$ cat config.mk
export PLATFORM = sky130hd
export DESIGN_NAME = wildcard_glob_matcher_unit
export DESIGN_NICKNAME = d
export VERILOG_FILES = /design/src/rtl/core/wgm_pkg.sv /design/src/rtl/core/wgm_cfg.sv /design/src/rtl/core/wgm_cell.sv /design/src/rtl/core/wildcard_glob_matcher_unit.sv
export SDC_FILE = /design/constraint.sdc
export NUM_CORES = 1
export LEC_CHECK = 0
export ABC_AREA = 1
export BUFFER_PORTS_ARGS = -buffer_cell sky130_fd_sc_hd__clkbuf_2
export CAP_MARGIN = 20
export CORE_MARGIN = 5
export CORE_UTILIZATION = 57
export DETAILED_ROUTE_END_ITERATION = 10
export GPL_TIMING_DRIVEN = 0
export PLACE_DENSITY = 0.78
export SLEW_MARGIN = 15
export SYNTH_ARGS = -nofsm -noshare
export SYNTH_HDL_FRONTEND = slang
export SYNTH_HIERARCHICAL = 1
export SYNTH_SLANG_ARGS = --single-unit
$ cat constraint.sdc
create_clock -name clk -period 16.27 [get_ports clk]
set_input_delay 0 -clock clk [delete_from_list [all_inputs] [get_ports clk]]
set_output_delay 0 -clock clk [all_outputs]
set_load 0.03 [all_outputs]
$ cat src/rtl/core/wgm_pkg.sv
package wgm_pkg;

  localparam int MAX_PATTERN_CHARS = 32;
  localparam int LEN_W             = 6;
  localparam int COL_W             = $clog2(MAX_PATTERN_CHARS + 1);
  localparam int CFG_DATA_W        = 64;
  localparam int CFG_ADDR_W        = 6;
  localparam int CHAR_W            = 8;
  localparam int CHARS_PER_REG     = CFG_DATA_W / CHAR_W;

  localparam logic [CHAR_W-1:0] STAR_CHAR = 8'h2A;
  localparam logic [CHAR_W-1:0] ANY_CHAR  = 8'h3F;

  typedef enum logic [2:0] {
    REG_LENGTH  = 3'd0,
    REG_CHARS_0 = 3'd1,
    REG_CHARS_1 = 3'd2,
    REG_CHARS_2 = 3'd3,
    REG_CHARS_3 = 3'd4
  } wgm_reg_e;

  typedef logic [MAX_PATTERN_CHARS-1:0][CHAR_W-1:0] wgm_pattern_t;

  typedef struct packed {
    logic init;
    logic cur;
    logic adv;
    logic res;
  } wgm_link_t;

endpackage

$ cat src/rtl/core/wgm_cfg.sv
module wgm_cfg (
  input  logic                                  clk,
  input  logic                                  rst_n,
  input  logic                                  psel,
  input  logic                                  penable,
  input  logic                                  pwrite,
  input  logic [wgm_pkg::CFG_ADDR_W-1:0]        paddr,
  input  logic [wgm_pkg::CFG_DATA_W-1:0]        pwdata,
  output logic [wgm_pkg::CFG_DATA_W-1:0]        prdata,
  output logic                                  pready,
  output logic [wgm_pkg::LEN_W-1:0]             pat_len,
  output wgm_pkg::wgm_pattern_t                 pat_chars
);
  import wgm_pkg::*;

  logic [LEN_W-1:0] len_r;
  wgm_pattern_t     chars_r;
  wgm_reg_e         reg_sel;
  logic             wr_en;

  assign reg_sel   = wgm_reg_e'(paddr[CFG_ADDR_W-1:3]);
  assign wr_en     = psel & penable & pwrite & pready;
  assign pready    = 1'b1;
  assign pat_len   = len_r;
  assign pat_chars = chars_r;

  always_ff @(posedge clk) begin
    if (!rst_n) begin
      len_r   <= '0;
      chars_r <= '0;
    end else if (wr_en) begin
      unique case (reg_sel)
        REG_LENGTH:  len_r <= pwdata[LEN_W-1:0];
        REG_CHARS_0: chars_r[0*CHARS_PER_REG +: CHARS_PER_REG] <= pwdata;
        REG_CHARS_1: chars_r[1*CHARS_PER_REG +: CHARS_PER_REG] <= pwdata;
        REG_CHARS_2: chars_r[2*CHARS_PER_REG +: CHARS_PER_REG] <= pwdata;
        REG_CHARS_3: chars_r[3*CHARS_PER_REG +: CHARS_PER_REG] <= pwdata;
        default: ;
      endcase
    end
  end

  always_comb begin
    unique case (reg_sel)
      REG_LENGTH:  prdata = {{(CFG_DATA_W-LEN_W){1'b0}}, len_r};
      REG_CHARS_0: prdata = chars_r[0*CHARS_PER_REG +: CHARS_PER_REG];
      REG_CHARS_1: prdata = chars_r[1*CHARS_PER_REG +: CHARS_PER_REG];
      REG_CHARS_2: prdata = chars_r[2*CHARS_PER_REG +: CHARS_PER_REG];
      REG_CHARS_3: prdata = chars_r[3*CHARS_PER_REG +: CHARS_PER_REG];
      default:     prdata = '0;
    endcase
  end

endmodule

$ cat src/rtl/core/wgm_cell.sv
module wgm_cell (
  input  logic                          clk,
  input  logic                          rst_n,
  input  logic [wgm_pkg::CHAR_W-1:0]    pat_char,
  input  logic [wgm_pkg::CHAR_W-1:0]    name_byte,
  input  logic                          start,
  input  logic                          no_char,
  input  logic                          step,
  input  wgm_pkg::wgm_link_t            left,
  output wgm_pkg::wgm_link_t            right
);
  import wgm_pkg::*;

  logic is_star;
  logic hit;
  logic init;
  logic cur;
  logic adv;
  logic row_r;
  logic row_nxt;

  assign is_star = (pat_char == STAR_CHAR);
  assign hit     = (pat_char == ANY_CHAR) || (pat_char == name_byte);
  assign init    = is_star & left.init;
  assign cur     = start ? init : row_r;
  assign adv     = is_star ? (left.adv | cur | left.cur) : (hit & left.cur);
  assign row_nxt = no_char ? cur : adv;

  assign right.init = init;
  assign right.cur  = cur;
  assign right.adv  = adv;
  assign right.res  = row_nxt;

  always_ff @(posedge clk) begin
    if (!rst_n) begin
      row_r <= 1'b0;
    end else if (step) begin
      row_r <= row_nxt;
    end
  end

endmodule

$ cat src/rtl/core/wildcard_glob_matcher_unit.sv
// Channel  Signals                                         Word
// in       in_valid/in_ready, in_name_byte, in_last_byte,  one name character
//          in_no_char
// out      out_valid/out_ready, out_matched                match flag per name
// cfg      psel/penable/pwrite/paddr/pwdata/prdata/pready  length and pattern chars
//
// One word per cycle while in_ready is high: all 32 pattern cells update together.
// A name's result leaves from an output register in the cycle after its last word.
// A new word is taken while the result is pending if out_ready is high.
// Synchronous active-low reset clears the pattern, the row and the output valid bit.
module wildcard_glob_matcher_unit (
  input  logic                              clk,
  input  logic                              rst_n,
  input  logic                              in_valid,
  output logic                              in_ready,
  input  logic [7:0]                        in_name_byte,
  input  logic                              in_last_byte,
  input  logic                              in_no_char,
  output logic                              out_valid,
  input  logic                              out_ready,
  output logic                              out_matched,
  input  logic                              psel,
  input  logic                              penable,
  input  logic                              pwrite,
  input  logic [wgm_pkg::CFG_ADDR_W-1:0]    paddr,
  input  logic [wgm_pkg::CFG_DATA_W-1:0]    pwdata,
  output logic [wgm_pkg::CFG_DATA_W-1:0]    prdata,
  output logic                              pready
);
  import wgm_pkg::*;

  logic [LEN_W-1:0] pat_len;
  wgm_pattern_t     pat_chars;
  wgm_link_t        link [0:MAX_PATTERN_CHARS];
  logic             in_fire;
  logic             start_r;
  logic             start_nxt;
  logic             row0_r;
  logic             row0_cur;
  logic             out_valid_r;
  logic             out_valid_nxt;
  logic             out_matched_r;
  logic             out_matched_nxt;
  logic [COL_W-1:0] col;

  wgm_cfg u_cfg (
    .clk       (clk),
    .rst_n     (rst_n),
    .psel      (psel),
    .penable   (penable),
    .pwrite    (pwrite),
    .paddr     (paddr),
    .pwdata    (pwdata),
    .prdata    (prdata),
    .pready    (pready),
    .pat_len   (pat_len),
    .pat_chars (pat_chars)
  );

  assign in_ready = ~out_valid_r | out_ready;
  assign in_fire  = in_valid & in_ready;

  assign row0_cur     = start_r | row0_r;
  assign link[0].init = 1'b1;
  assign link[0].cur  = row0_cur;
  assign link[0].adv  = 1'b0;
  assign link[0].res  = in_no_char & row0_cur;

  for (genvar j = 1; j <= MAX_PATTERN_CHARS; j++) begin : g_cell
    wgm_cell u_cell (
      .clk       (clk),
      .rst_n     (rst_n),
      .pat_char  (pat_chars[j-1]),
      .name_byte (in_name_byte),
      .start     (start_r),
      .no_char   (in_no_char),
      .step      (in_fire),
      .left      (link[j-1]),
      .right     (link[j])
    );
  end

  always_comb begin
    if (pat_len > LEN_W'(MAX_PATTERN_CHARS)) begin
      col = COL_W'(MAX_PATTERN_CHARS);
    end else begin
      col = COL_W'(pat_len);
    end
  end

  always_comb begin
    start_nxt       = start_r;
    out_valid_nxt   = out_valid_r;
    out_matched_nxt = out_matched_r;
    if (out_ready) begin
      out_valid_nxt = 1'b0;
    end
    if (in_fire) begin
      start_nxt = in_last_byte;
      if (in_last_byte) begin
        out_valid_nxt   = 1'b1;
        out_matched_nxt = link[col].res;
      end
    end
  end

  always_ff @(posedge clk) begin
    if (!rst_n) begin
      start_r     <= 1'b1;
      row0_r      <= 1'b0;
      out_valid_r <= 1'b0;
    end else begin
      start_r     <= start_nxt;
      out_valid_r <= out_valid_nxt;
      if (in_fire) begin
        row0_r <= link[0].res;
      end
    end
  end

  always_ff @(posedge clk) begin
    out_matched_r <= out_matched_nxt;
  end

  assign out_valid   = out_valid_r;
  assign out_matched = out_matched_r;

endmodule

==> metrics.md <==
| Metric | Value |
|---|---|
| Area growth, synth to finish | 16.7% |
| Die area | 48,800 um^2 |
| Worst path depth | between 150 and 200 |
| Final worst slack | 717 ps |
| Fin cells | 5,435 |
| Placer Congestion | ~0.96 |
| Pwr/cell area | roughly 65 nW/um^2 |
| Slew Viols, Final | 0 |
| Clock Skews | ~20 ps |
| Final ANT Viol Nets | 0 |
| Die width | 221 um |
| Crit end category | register |
| Peak Freq | 0.0643 GHz |
| NetSw | 581 uW |
| Via count | 28,366 |
| Clock power frac | 0.437 |
| WL/cell | 17.2 um |
| P_int | 1.35 mW |
| Initial antenna violation count | 0 |
| Hold Path Class | in -> reg |
| Core area | 44,100 um^2 |
| GR Overflow Total | 0 |
| Fin crit period | around 16,000 ps |
| Critical Path RT | 16,580 ps |
| Ant diodes | 0 |
| Cells after DPL | 5,279 |
| Peak VDD IR | 0.0644 mV |
| Slowest cell on crit path | dfxtp_4 |
| Clk_lat worst skew | 570 ps |
| Initial DRC count | around 2,900 |
| Sink Count | 298 |
| Root buffer cell | clkbuf_16 |
| Layout fillers | 4,247 |
| Ys Warns | 6 |
| Critical Path Fanout Max | 3 |
| Worst-case reg-to-reg path depth | 163 |
| Worst rel slew slack | 0.226 |
| Largest net degree at the start of global routing | 59 |
| H-tree levels | 2 |
| Final hold slack | around 54 ps |
| DRT Pass-1 Iters | 6 |
| Power share of the sequential group | 0.395 |
| WP data arrival | 15,860 ps |
| Drt drc | 0 |
| Run status | finished clean |
| Worst slew pin tran | 1160 ps |
| HPWL Detailed | 65,700 um |
| DIE HEIGHT | 221 um |
| Final Instance Area | 29,600 um^2 |
| Setup WS pre-CTS | -1550 ps |
| CTS tree | yes |
| Layout cells sized above 1 | 0.173 |
| Total wire length | 93,200 um |
| Endpoints failing setup | 0 |
| Starting Density | 0.575 |
| Comb pwr share | 0.168 |
| Synth Instances | 4,525 |
| Post-Syn Area | 25,400 um^2 |
| I/O Buffers | 149 |
| Top cell by count, worst path | nand2_2 |
| Vias per cell | 5.22 |
| Sw frac | 0.302 |
| Startpoint Class | register |
| Worst setup path category | reg -> reg |
| Largest stage delay, worst path | 370 ps |
| GRT Util Overall | 0.360 |
| CTS Buf Count | 37 |
| Clk slew on worst S/H paths | 60 ps |
| Vias in the first global route | 25,369 |
| Crit path buffers/inverters | 31 |
| Final nets | 4,903 |
| Std cell rows | between 70 and 80 |
| Pleak | about 15 nW |
| Clock Path Buffers | 3 |
| Placed Area | 27,100 um^2 |
| Final Hold Viols | 0 |
| Final cycle utilization of the critical path | 0.956 |
| Mean Syn Cell Area | 5.61 um^2 |
| Min-Delay Path Depth | 6 |
| Max cap viols | 0 |
| Number of I/O pins | 155 |
| First-pass GRT wire length | between 100,000 and 150,000 um |
| Final Core Density | 0.671 |
| Critical path's top delay family | simple AND/OR/NAND/NOR gates |
state kept, by name, indices dropped and copies added, names as in the netlist:
signal               cells
u_cfg/pat_len            6
start_r                  1
out_matched              1
out_valid                1
row0_r                   1
g_cell.u_cell/row_r     32
u_cfg/pat_chars        256
worst register-to-register path: cells and delay by family (launching register included):
family | cells | cell delay [ps]
and+or+nand+nor | 132 | 10750
buffers and inverters | 31 | 4170
DFF | 1 | 370
through the flow:
stage / total power, mW / setup TNS, ps
after floorplan: 0.957 / 0
after global placement: 1.06 / -8330
after detailed placement: 1.07 / -3380
after CTS: 1.92 / 0
after global routing: 1.99 / -92.6
final: 1.93 / 0
placed cells by master, fill, tap and decap left out, drive strengths merged, types with 7 or more instances in the layout:
master,count
nand3b,7
o21ai,37
xnor2,128
dfxtp,297
nand2,1689
inv,758
nor3,63
clkinv,10
nor2,780
clkbuf,221
a21oi,36
buf,268
nand3,357
nand4,103
dlygate4sd3,70
worst paths after layout:
check	from	end	slack [ps]
min reg2reg	u_cfg/pat_chars[2]	u_cfg/pat_chars[2]	520
max	start_r	out_matched	720
max reg2reg	start_r	out_matched	720
min	paddr[3]	u_cfg/pat_len[3]	50
power by group through the flow:
stage	Combinational [mW]	Sequential [mW]	Clock, mW
finish	0.324	0.762	0.841
global route	0.349	0.763	0.874
floorplan	0.182	0.776	0
global placement	0.280	0.783	0
detailed placement	0.289	0.781	0
CTS	0.312	0.761	0.849
layer usage:
metal	share of wire	wire, um	vias to the layer above	track usage
met2	0.44	40700	1381	0.575
met1	0.39	36700	12674	0.465
met4	0.066	6190	0	0.201
li1	-	-	13974	-
met5	0	0	-	0
met3	0.10	9640	337	0.0590
final cells by class:
cell class,instances,area [um^2],area share
flip-flops and latches,298,6000,0.203
well taps,592,741,0.0250
clock buffers,47,1040,0.0353
clock inverters,19,170,0.00575
plain buffers,259,1700,0.0575
inverters,755,2840,0.0958
multi-input cells,3212,15200,0.512
repair buffers,253,1940,0.0654
timing repair:
action                                  in CTS  in global routing
endpoints found under the hold margin      269                  0
endpoints found under the setup margin       4                  3
hold buffers                                70                  0
setup buffers                                5                 16
pin swaps                                    2                 59
resized for setup                           44                 62
No activity file was read; power rests on OpenSTA's default activity.
